===== src/hdl/fra_pkg.sv =====
// ----------------------------------------------------------------------------
// fra_pkg
// Shared types and constants of the fenced ring allocator: opcodes, result
// codes, register indexes, controller states and datapath step codes.
// ----------------------------------------------------------------------------
package fra_pkg;

  localparam int unsigned MAX_EPOCH_SLOTS  = 8;
  localparam int unsigned SLOT_W           = $clog2(MAX_EPOCH_SLOTS);
  localparam int unsigned MAX_ALIGN_LOG2   = 6;
  localparam int unsigned CFG_INDEX_W      = 1;
  localparam logic [31:0] CAPACITY_RESET   = 32'd65536;
  localparam logic [1:0]  SLOTS_LOG2_RESET = 2'd3;

  typedef enum logic [1:0] {
    OP_CLAIM  = 2'd0,
    OP_EPOCH  = 2'd1,
    OP_RETIRE = 2'd2,
    OP_NONE   = 2'd3
  } fra_op_e;

  typedef enum logic [2:0] {
    ST_OK        = 3'd0,
    ST_NO_SPACE  = 3'd1,
    ST_FENCE     = 3'd2,
    ST_UNRETIRED = 3'd3,
    ST_ALIGN     = 3'd4
  } fra_status_e;

  typedef enum logic [CFG_INDEX_W-1:0] {
    REG_CAPACITY   = 1'd0,
    REG_SLOTS_LOG2 = 1'd1
  } fra_reg_e;

  typedef enum logic [3:0] {
    S_IDLE,
    S_ALIGN,
    S_FIT,
    S_SUM,
    S_HEAD,
    S_CHECK,
    S_EPOCH,
    S_SCAN,
    S_UPDATE,
    S_RESP
  } fra_state_e;

  typedef enum logic [3:0] {
    STEP_NONE,
    STEP_ACCEPT,
    STEP_ALIGN,
    STEP_FIT,
    STEP_SUM,
    STEP_HEAD,
    STEP_CHECK,
    STEP_EPOCH,
    STEP_SCAN,
    STEP_UPDATE,
    STEP_RESP
  } fra_step_e;

  typedef struct packed {
    fra_step_e step;
  } fra_cmd_t;

  typedef struct packed {
    logic claim_err;
    logic scan_last;
    logic out_free;
  } fra_sts_t;

endpackage


===== src/hdl/fra_ctrl.sv =====
// ----------------------------------------------------------------------------
// fra_ctrl
// Sequencer of the fenced ring allocator. Walks one item through the claim,
// epoch or retire steps of the datapath and hands its result to the output.
// ----------------------------------------------------------------------------
module fra_ctrl import fra_pkg::*; (
  input  logic        clk_i,
  input  logic        rst_ni,
  input  logic        in_valid_i,
  input  logic [1:0]  op_i,
  output logic        in_ready_o,
  input  fra_sts_t    sts_i,
  output fra_cmd_t    cmd_o
);

  fra_state_e state_q, state_d;

  always_ff @(posedge clk_i or negedge rst_ni) begin
    if (!rst_ni) begin
      state_q <= S_IDLE;
    end else begin
      state_q <= state_d;
    end
  end

  always_comb begin
    state_d = state_q;
    unique case (state_q)
      S_IDLE: begin
        if (in_valid_i) begin
          unique case (fra_op_e'(op_i))
            OP_CLAIM:  state_d = S_ALIGN;
            OP_EPOCH:  state_d = S_EPOCH;
            OP_RETIRE: state_d = S_SCAN;
            OP_NONE:   state_d = S_RESP;
          endcase
        end
      end
      S_ALIGN:  state_d = sts_i.claim_err ? S_RESP : S_FIT;
      S_FIT:    state_d = S_SUM;
      S_SUM:    state_d = S_HEAD;
      S_HEAD:   state_d = S_CHECK;
      S_CHECK:  state_d = S_RESP;
      S_EPOCH:  state_d = S_RESP;
      S_SCAN:   state_d = sts_i.scan_last ? S_UPDATE : S_SCAN;
      S_UPDATE: state_d = S_RESP;
      S_RESP:   state_d = sts_i.out_free ? S_IDLE : S_RESP;
      default:  state_d = S_IDLE;
    endcase
  end

  always_comb begin
    in_ready_o = 1'b0;
    cmd_o.step = STEP_NONE;
    unique case (state_q)
      S_IDLE: begin
        in_ready_o = 1'b1;
        cmd_o.step = in_valid_i ? STEP_ACCEPT : STEP_NONE;
      end
      S_ALIGN:  cmd_o.step = STEP_ALIGN;
      S_FIT:    cmd_o.step = STEP_FIT;
      S_SUM:    cmd_o.step = STEP_SUM;
      S_HEAD:   cmd_o.step = STEP_HEAD;
      S_CHECK:  cmd_o.step = STEP_CHECK;
      S_EPOCH:  cmd_o.step = STEP_EPOCH;
      S_SCAN:   cmd_o.step = STEP_SCAN;
      S_UPDATE: cmd_o.step = STEP_UPDATE;
      S_RESP:   cmd_o.step = sts_i.out_free ? STEP_RESP : STEP_NONE;
      default:  cmd_o.step = STEP_NONE;
    endcase
  end

endmodule


===== src/hdl/fra_dp.sv =====
// ----------------------------------------------------------------------------
// fra_dp
// Datapath of the fenced ring allocator: ring counters, fence mark slots,
// configuration registers, claim arithmetic and the output register.
// ----------------------------------------------------------------------------
module fra_dp import fra_pkg::*; (
  input  logic                   clk_i,
  input  logic                   rst_ni,
  input  fra_cmd_t               cmd_i,
  output fra_sts_t               sts_o,
  input  logic [31:0]            size_i,
  input  logic [2:0]             align_log2_i,
  input  logic [63:0]            fence_i,
  input  logic                   cfg_we_i,
  input  logic [CFG_INDEX_W-1:0] cfg_index_i,
  input  logic [31:0]            cfg_data_i,
  output logic                   out_valid_o,
  input  logic                   out_ready_i,
  output logic [2:0]             status_o,
  output logic [31:0]            offset_o,
  output logic [31:0]            in_use_o
);

  // configuration
  logic [31:0] cap_q;
  logic [1:0]  slots_log2_q;

  // allocator state
  logic [63:0] head_q, tail_q, latest_q;
  logic [31:0] roff_q;
  logic [MAX_EPOCH_SLOTS-1:0] mark_vld_q;
  logic [63:0] mark_fence_q [MAX_EPOCH_SLOTS];
  logic [63:0] mark_end_q   [MAX_EPOCH_SLOTS];

  // per-item working registers
  logic [31:0]  size_q;
  logic [2:0]   align_q;
  logic [63:0]  fence_q;
  fra_status_e  status_q;
  logic [31:0]  off_q;
  logic [32:0]  aligned_q;
  logic [33:0]  sum_q, cs_q, delta_q;
  logic         fits_q;
  logic [31:0]  new_off_q, payload_q, offset_q;
  logic [63:0]  claim_head_q, target_q;
  logic [SLOT_W-1:0] idx_q;

  // output register
  logic        out_valid_q;
  fra_status_e out_status_q;
  logic [31:0] out_offset_q, out_in_use_q;

  logic [SLOT_W-1:0] slot_mask;
  always_comb begin
    unique case (slots_log2_q)
      2'd0:    slot_mask = SLOT_W'(0);
      2'd1:    slot_mask = SLOT_W'(1);
      2'd2:    slot_mask = SLOT_W'(3);
      default: slot_mask = SLOT_W'(7);
    endcase
  end

  // align step
  logic [31:0] off_sel;
  logic [6:0]  amask;
  logic [32:0] aligned;
  logic        size_bad, align_bad;
  assign off_sel   = (roff_q < cap_q) ? roff_q : 32'd0;
  assign amask     = 7'((8'd1 << align_q) - 8'd1);
  assign aligned   = ({1'b0, off_sel} + {26'd0, amask}) & ~{26'd0, amask};
  assign size_bad  = (size_q == 32'd0) || (size_q > cap_q);
  assign align_bad = (align_q > 3'(MAX_ALIGN_LOG2));

  // fit and sum steps
  logic [33:0] sum_d;
  logic [31:0] new_off_pre;
  assign sum_d       = {1'b0, aligned_q} + {2'd0, size_q};
  assign new_off_pre = fits_q ? sum_q[31:0] : size_q;

  // check step
  logic [63:0] used;
  assign used = claim_head_q - tail_q;

  // mark slot read port: one address per cycle
  logic [SLOT_W-1:0] ep_slot, rd_idx;
  logic [63:0]       rd_fence, rd_end;
  logic              rd_vld;
  assign ep_slot  = latest_q[SLOT_W-1:0] & slot_mask;
  assign rd_idx   = (cmd_i.step == STEP_EPOCH) ? ep_slot : idx_q;
  assign rd_vld   = mark_vld_q[rd_idx];
  assign rd_fence = mark_fence_q[rd_idx];
  assign rd_end   = mark_end_q[rd_idx];

  logic ep_stale, ep_busy;
  assign ep_stale = (fence_q <= latest_q);
  assign ep_busy  = rd_vld && (tail_q < rd_end);

  assign sts_o.claim_err = size_bad || align_bad;
  assign sts_o.scan_last = (idx_q == slot_mask);
  assign sts_o.out_free  = !out_valid_q || out_ready_i;

  // control state and configuration
  always_ff @(posedge clk_i or negedge rst_ni) begin
    if (!rst_ni) begin
      cap_q        <= CAPACITY_RESET;
      slots_log2_q <= SLOTS_LOG2_RESET;
      head_q       <= '0;
      tail_q       <= '0;
      latest_q     <= '0;
      roff_q       <= '0;
      mark_vld_q   <= '0;
      out_valid_q  <= 1'b0;
    end else begin
      if (cfg_we_i) begin
        if (cfg_index_i == REG_CAPACITY) begin
          cap_q <= cfg_data_i;
        end else begin
          slots_log2_q <= cfg_data_i[1:0];
        end
      end
      if (cmd_i.step == STEP_RESP) begin
        out_valid_q <= 1'b1;
      end else if (out_valid_q && out_ready_i) begin
        out_valid_q <= 1'b0;
      end
      unique case (cmd_i.step)
        STEP_CHECK: begin
          if (used <= {32'd0, cap_q}) begin
            head_q <= claim_head_q;
            roff_q <= new_off_q;
          end
        end
        STEP_EPOCH: begin
          if (!ep_stale && !ep_busy) begin
            mark_vld_q[ep_slot] <= 1'b1;
            latest_q            <= fence_q;
          end
        end
        STEP_UPDATE: begin
          if (tail_q < target_q) begin
            tail_q <= target_q;
          end
        end
        default: ;
      endcase
    end
  end

  // working registers and mark payload
  always_ff @(posedge clk_i) begin
    unique case (cmd_i.step)
      STEP_ACCEPT: begin
        size_q   <= size_i;
        align_q  <= align_log2_i;
        fence_q  <= fence_i;
        status_q <= ST_OK;
        offset_q <= '0;
        target_q <= '0;
        idx_q    <= '0;
      end
      STEP_ALIGN: begin
        off_q     <= off_sel;
        aligned_q <= aligned;
        if (size_bad) begin
          status_q <= ST_NO_SPACE;
        end else if (align_bad) begin
          status_q <= ST_ALIGN;
        end
      end
      STEP_FIT: begin
        sum_q  <= sum_d;
        fits_q <= (sum_d <= {2'd0, cap_q});
        cs_q   <= {2'd0, cap_q} + {2'd0, size_q};
      end
      STEP_SUM: begin
        delta_q   <= (fits_q ? sum_q : cs_q) - {2'd0, off_q};
        new_off_q <= (new_off_pre == cap_q) ? 32'd0 : new_off_pre;
        payload_q <= fits_q ? aligned_q[31:0] : 32'd0;
      end
      STEP_HEAD: claim_head_q <= head_q + {30'd0, delta_q};
      STEP_CHECK: begin
        if (used > {32'd0, cap_q}) begin
          status_q <= ST_NO_SPACE;
        end else begin
          offset_q <= payload_q;
        end
      end
      STEP_EPOCH: begin
        if (ep_stale) begin
          status_q <= ST_FENCE;
        end else if (ep_busy) begin
          status_q <= ST_UNRETIRED;
        end else begin
          mark_end_q[ep_slot]   <= head_q;
          mark_fence_q[ep_slot] <= latest_q;
        end
      end
      STEP_SCAN: begin
        if (rd_vld && (rd_fence <= fence_q) && (rd_end > target_q)) begin
          target_q <= rd_end;
        end
        idx_q <= idx_q + SLOT_W'(1);
      end
      STEP_RESP: begin
        out_status_q <= status_q;
        out_offset_q <= offset_q;
        out_in_use_q <= head_q[31:0] - tail_q[31:0];
      end
      default: ;
    endcase
  end

  assign out_valid_o = out_valid_q;
  assign status_o    = out_status_q;
  assign offset_o    = out_offset_q;
  assign in_use_o    = out_in_use_q;

endmodule


===== src/hdl/fenced_ring_allocator.sv =====
// ----------------------------------------------------------------------------
// fenced_ring_allocator
// Ring buffer allocator whose space is reclaimed by epoch fences.
// ----------------------------------------------------------------------------
// One item is in work at a time; the next is taken while the previous result
// still waits in the output register. A claim steps through align, fit, sum,
// the 64-bit head add and the 64-bit space check, and ends at align when it
// is refused for its size or alignment; a begin epoch has only its epoch step,
// and a retire reads the mark slots in use (1 to 8) one per cycle through a
// single read port before its update step. An unused opcode goes straight to
// the response. A result waits for the output register to drain before the
// block is ready again.
// Configuration writes take effect on the next cycle.
module fenced_ring_allocator import fra_pkg::*; (
  input  logic                   clk_i,
  input  logic                   rst_ni,
  input  logic                   in_valid_i,
  output logic                   in_ready_o,
  input  logic [1:0]             op_i,
  input  logic [31:0]            size_i,
  input  logic [2:0]             align_log2_i,
  input  logic [63:0]            fence_i,
  output logic                   out_valid_o,
  input  logic                   out_ready_i,
  output logic [2:0]             status_o,
  output logic [31:0]            offset_o,
  output logic [31:0]            in_use_o,
  input  logic                   cfg_we_i,
  input  logic [CFG_INDEX_W-1:0] cfg_index_i,
  input  logic [31:0]            cfg_data_i
);

  fra_cmd_t cmd;
  fra_sts_t sts;

  fra_ctrl u_ctrl (
    .clk_i      (clk_i),
    .rst_ni     (rst_ni),
    .in_valid_i (in_valid_i),
    .op_i       (op_i),
    .in_ready_o (in_ready_o),
    .sts_i      (sts),
    .cmd_o      (cmd)
  );

  fra_dp u_dp (
    .clk_i        (clk_i),
    .rst_ni       (rst_ni),
    .cmd_i        (cmd),
    .sts_o        (sts),
    .size_i       (size_i),
    .align_log2_i (align_log2_i),
    .fence_i      (fence_i),
    .cfg_we_i     (cfg_we_i),
    .cfg_index_i  (cfg_index_i),
    .cfg_data_i   (cfg_data_i),
    .out_valid_o  (out_valid_o),
    .out_ready_i  (out_ready_i),
    .status_o     (status_o),
    .offset_o     (offset_o),
    .in_use_o     (in_use_o)
  );

endmodule


===== config.mk =====
export PLATFORM = sky130hd
export DESIGN_NAME = fenced_ring_allocator
export DESIGN_NICKNAME = d
export VERILOG_FILES = /design/src/hdl/fra_pkg.sv /design/src/hdl/fra_ctrl.sv /design/src/hdl/fra_dp.sv /design/src/hdl/fenced_ring_allocator.sv
export SDC_FILE = /design/constraint.sdc
export NUM_CORES = 2
export LEC_CHECK = 0
export BUFFER_PORTS_ARGS = -buffer_cell sky130_fd_sc_hd__buf_2
export CAP_MARGIN = 10
export CORE_UTILIZATION = 65
export DETAILED_ROUTE_END_ITERATION = 10
export PLACE_DENSITY_LB_ADDON = 0.05
export SLEW_MARGIN = 40
export SYNTH_ARGS = -nofsm -noshare
export SYNTH_HDL_FRONTEND = slang
export SYNTH_SLANG_ARGS = --single-unit

===== constraint.sdc =====
create_clock -name clk_i -period 14.7 [get_ports clk_i]
set_input_delay 0.735 -clock clk_i [delete_from_list [all_inputs] [get_ports clk_i]]
set_output_delay 0.735 -clock clk_i [all_outputs]
set_load 0.01 [all_outputs]

==> impl_metrics.yaml <==
run_status:
  status: "finished clean"
worst_setup_path:
  cp.required_ns: 15.13
  endpoint_kind: "register"
  reg2regPathDepth: 22
  critPathKind: "register to register"
  cp_max_fo: 93
  r2r_end: "u_dp.mark_fence_q[3][40]$_DFFE_PP_"
  r2r_start: "u_ctrl.state_q[2]$_DFFE_PN0P_"
  rrSetupSlack_ns: 5.08
  arrival_ns: 10.05
  cp-startpoint: "u_ctrl.state_q[2]$_DFFE_PN0P_"
  endpoint: "u_dp.mark_fence_q[3][40]$_DFFE_PP_"
  critPathLaunchType: "register"
grt:
  grt_overflow: 0
  antenna_found_initial: 3
  grt_max_degree: 186
  grtUsageTotal: 0.348
  grt_pass1_wl_mm: 375
  grt_pass1_vias: 62700
worst_hold_path:
  worstHoldPathType: "input port to register"
synth:
  synth_area_mm2: 0.0925
  synth_seq_area_share: 0.588
  syn-num-nets: 8775
  yosysTopAreaCellShare: 0.515
  synth_largest_area_cell: "edfxtp_1"
  synthTopCellsByArea: "edfxtp_1 (52%), ha_1 (9.2%), dfrtp_1 (7.2%)"
  synth.avg_cell_area_um2: 11.6
  ys_types: 78
  synthFlopType: "edfxtp_1"
  synth_edf_count: 1587
  synthCells: 7951
  synthMuxAreaShare: 0.0354
  synth-xor-area-share: 0.0261
  synth.most_common_cell: "edfxtp_1"
  ys_ff_latch: 1858
  synth_compound_area_frac: 0.0838
  yosysWarnings: 0
  synth_top_family_by_area: "simple AND/OR/NAND/NOR gates"
  synth_fa_ha_area_frac: 0.0932
  ys_async_sr_fraction: 0.146
  synth-simple-area-share: 0.140
  ys_top_cells_by_count: "edfxtp_1 (1587), nand2_1 (1264), ha_1 (678)"
die:
  std_cell_rows: 138
  die-area_mm2: 0.144
  start_util: 0.654
  die-height_um: 379
  io_pins: 208
  coreArea_mm2: 0.141
  fp.dieW_um: 379
clocking:
  clockBufferDepth: 3
  clkLatencyLatePin_ns: 0.82
  cts_setup_buffers: 0
  cts_tree: "built"
  clkTransAtPathRegs_ns: 0.06
  htreeDepth: 4
  numClockSinks: 1858
  ctsRootBufferMaster: "clkbuf_16"
  cts_buffers: 189
  cts_resized: 0
run:
  maxCapViolCount: 0
placed_design:
  dpl.cell_count: 9809
  place_congestion: 0.999
  io_buffers: 207
  dp_slack_ns: 5.19
  dp_hpwl_mm: 166
finish:
  drive_above_1_share: 0.0892
  fillerInstances: 9649
  synthToLayoutAreaGrowth_pct: 10.5
  nets: 8944
  layout.cells.non_filler: 10200
route:
  post_drt_wl_per_cell_um: 24.6
  dr_wl_met2_mm: 120
  wl_met1_mm: 99.2
  antenna_left: 0
  highest_layer: "met5"
  first_pass_iters: 6
  vias: 64000
  viasPerCell: 6.29
  drc: 0
  dr.first_iter.drc_count: 6634
  route.met3.wl_mm: 19.1
  routed_wl_mm: 250
power_and_ir_drop:
  power_mw: 18.2
  ir_drop_v: 0.000147
  p_per_area_mw_per_mm2: 178
  leakage_nw: 41.8
timing:
  tns_ns: 0
  max_slew_margin: 0.342
  hold_viol_final: 0
  period_needed_ns: 9.62
  period_share: 0.654
  fmax_mhz: 104
  tightest_slew_ns: 0.979
  rsz0062_at_grt: "false"
  setup_ws_ns: 5.08
  slew_viol_final: 0
  holdWs_ns: 0.0852
  finalClockSkew_ns: 0.0314
  setup_viol: 0
==> worst max-delay path, stage by stage, from the launching register on <==
cell	delay [ns]
dfrtp_1	0.74
nor2b_1	0.27
nand2_1	0.23
inv_2	0.28
mux2i_4	0.26
buf_4	0.60
buf_12	0.42
buf_16	0.37
nand2_1	0.16
and3_1	0.19
a311oi_1	0.27
a31oi_1	0.18
ha_1	0.42
nand4_1	0.12
nor4_1	0.52
nand3_1	0.17
a21oi_1	0.46
o311ai_1	0.31
a211o_1	0.38
a21oi_1	0.28
o21a_4	0.64
and4_4	0.83
buf_4	0.80
==> cell usage in the layout (no fill, tap or decap), drive strengths merged, types with 63 or more instances in the layout <==
| cell type | Yosys | routed |
|---|---|---|
| buf | 48 | 280 |
| xor2 | 63 | 63 |
| nor2b | 93 | 93 |
| a311oi | 72 | 72 |
| clkinv | 0 | 71 |
| xnor2 | 213 | 213 |
| and3 | 103 | 103 |
| nand4 | 136 | 136 |
| nand3 | 523 | 523 |
| a21o | 184 | 184 |
| mux2 | 132 | 132 |
| nor2 | 325 | 325 |
| dfrtp | 268 | 268 |
| nand2b | 84 | 84 |
| a21oi | 316 | 316 |
| o21ai | 281 | 281 |
| and2 | 122 | 122 |
| inv | 497 | 503 |
| a31oi | 85 | 85 |
| mux2i | 179 | 179 |
| ha | 678 | 678 |
| clkbuf | 255 | 247 |
| edfxtp | 1587 | 1587 |
| nand2 | 1264 | 1264 |
==> logic make-up after synthesis <==
kind of cell | Yosys count
adder cells (fa/ha/maj) | 685
buffers and inverters | 800
XOR/XNOR | 276
multiplexers | 311
flip-flops | 1858
AO/OA/AOI/OAI | 1211
AND/OR/NAND/NOR | 2810
==> report_power, final <==
group	total (mW)	leakage, nW	switching (mW)	internal [mW]
Sequential	7.07	19.2	0.502	6.57
Combinational	6.28	19.5	3.99	2.29
Clock	4.90	3.07	2.06	2.84
==> worst min-delay path by stage <==
| stage | startpoint | end | slack, ns | cells after the start |
|---|---|---|---|---|
| 4_1_cts | size_i[21] | u_dp.size_q[21]$_DFFE_PP_ | 0.05 | 1 |
| 6_report | size_i[25] | u_dp.size_q[25]$_DFFE_PP_ | 0.09 | 1 |
| 5_1_grt | size_i[21] | u_dp.size_q[21]$_DFFE_PP_ | 0.06 | 1 |
| 3_5_place_dp | u_dp.offset_q[3]$_SDFFCE_PN0P_ | u_dp.offset_o[3]$_DFFE_PP_ | 0.40 | 0 |
| 2_1_floorplan | u_dp.offset_q[0]$_SDFFCE_PN0P_ | u_dp.offset_o[0]$_DFFE_PP_ | 0.40 | 0 |
| 3_3_place_gp | u_dp.offset_q[26]$_SDFFCE_PN0P_ | u_dp.offset_o[26]$_DFFE_PP_ | 0.40 | 0 |
==> what timing repair did <==
action / in CTS / in global routing
hold buffers: 1 / 0
endpoints found under the hold margin: 44 / 0
endpoints found under the setup margin: 0 / 0
==> per-stage QoR <==
stage / util / cell area [um^2]
after global placement: 0.675 / 95500
after CTS: 0.722 / 102000
after floorplan: - / 92500
after global routing: 0.723 / 102000
after detailed placement: 0.677 / 95700
final: 0.723 / 102000
==> metal layers <==
layer / track usage / vias up
met4: 0.160 / 2
li1: - / 29200
met1: 0.462 / 31600
met5: 0 / -
met3: 0.0540 / 513
met2: 0.566 / 2752
==> layout make-up <==
cell class | instances | area [um^2] | share of cell area
diodes | 4 | 10.0 | 0.0000979
clock buffers | 247 | 5150 | 0.0504
clock inverters | 105 | 1150 | 0.0113
inverters | 497 | 1870 | 0.0183
multi-input cells | 5293 | 35300 | 0.345
flip-flops and latches | 1858 | 54400 | 0.532
well taps | 1890 | 2360 | 0.0231
repair buffers | 281 | 2000 | 0.0195
==> registers in the layout (all words and copies together), names as in the netlist, 33 cells and up <==
register / count
u_dp.aligned_q: 33
u_dp.claim_head_q: 64
u_dp.cs_q: 33
u_dp.delta_q: 34
u_dp.fence_q: 64
u_dp.head_q: 64
u_dp.latest_q: 64
u_dp.mark_end_q: 512
u_dp.mark_fence_q: 512
u_dp.sum_q: 34
u_dp.tail_q: 64
u_dp.target_q: 64
Power figures use the tool's default switching activity.
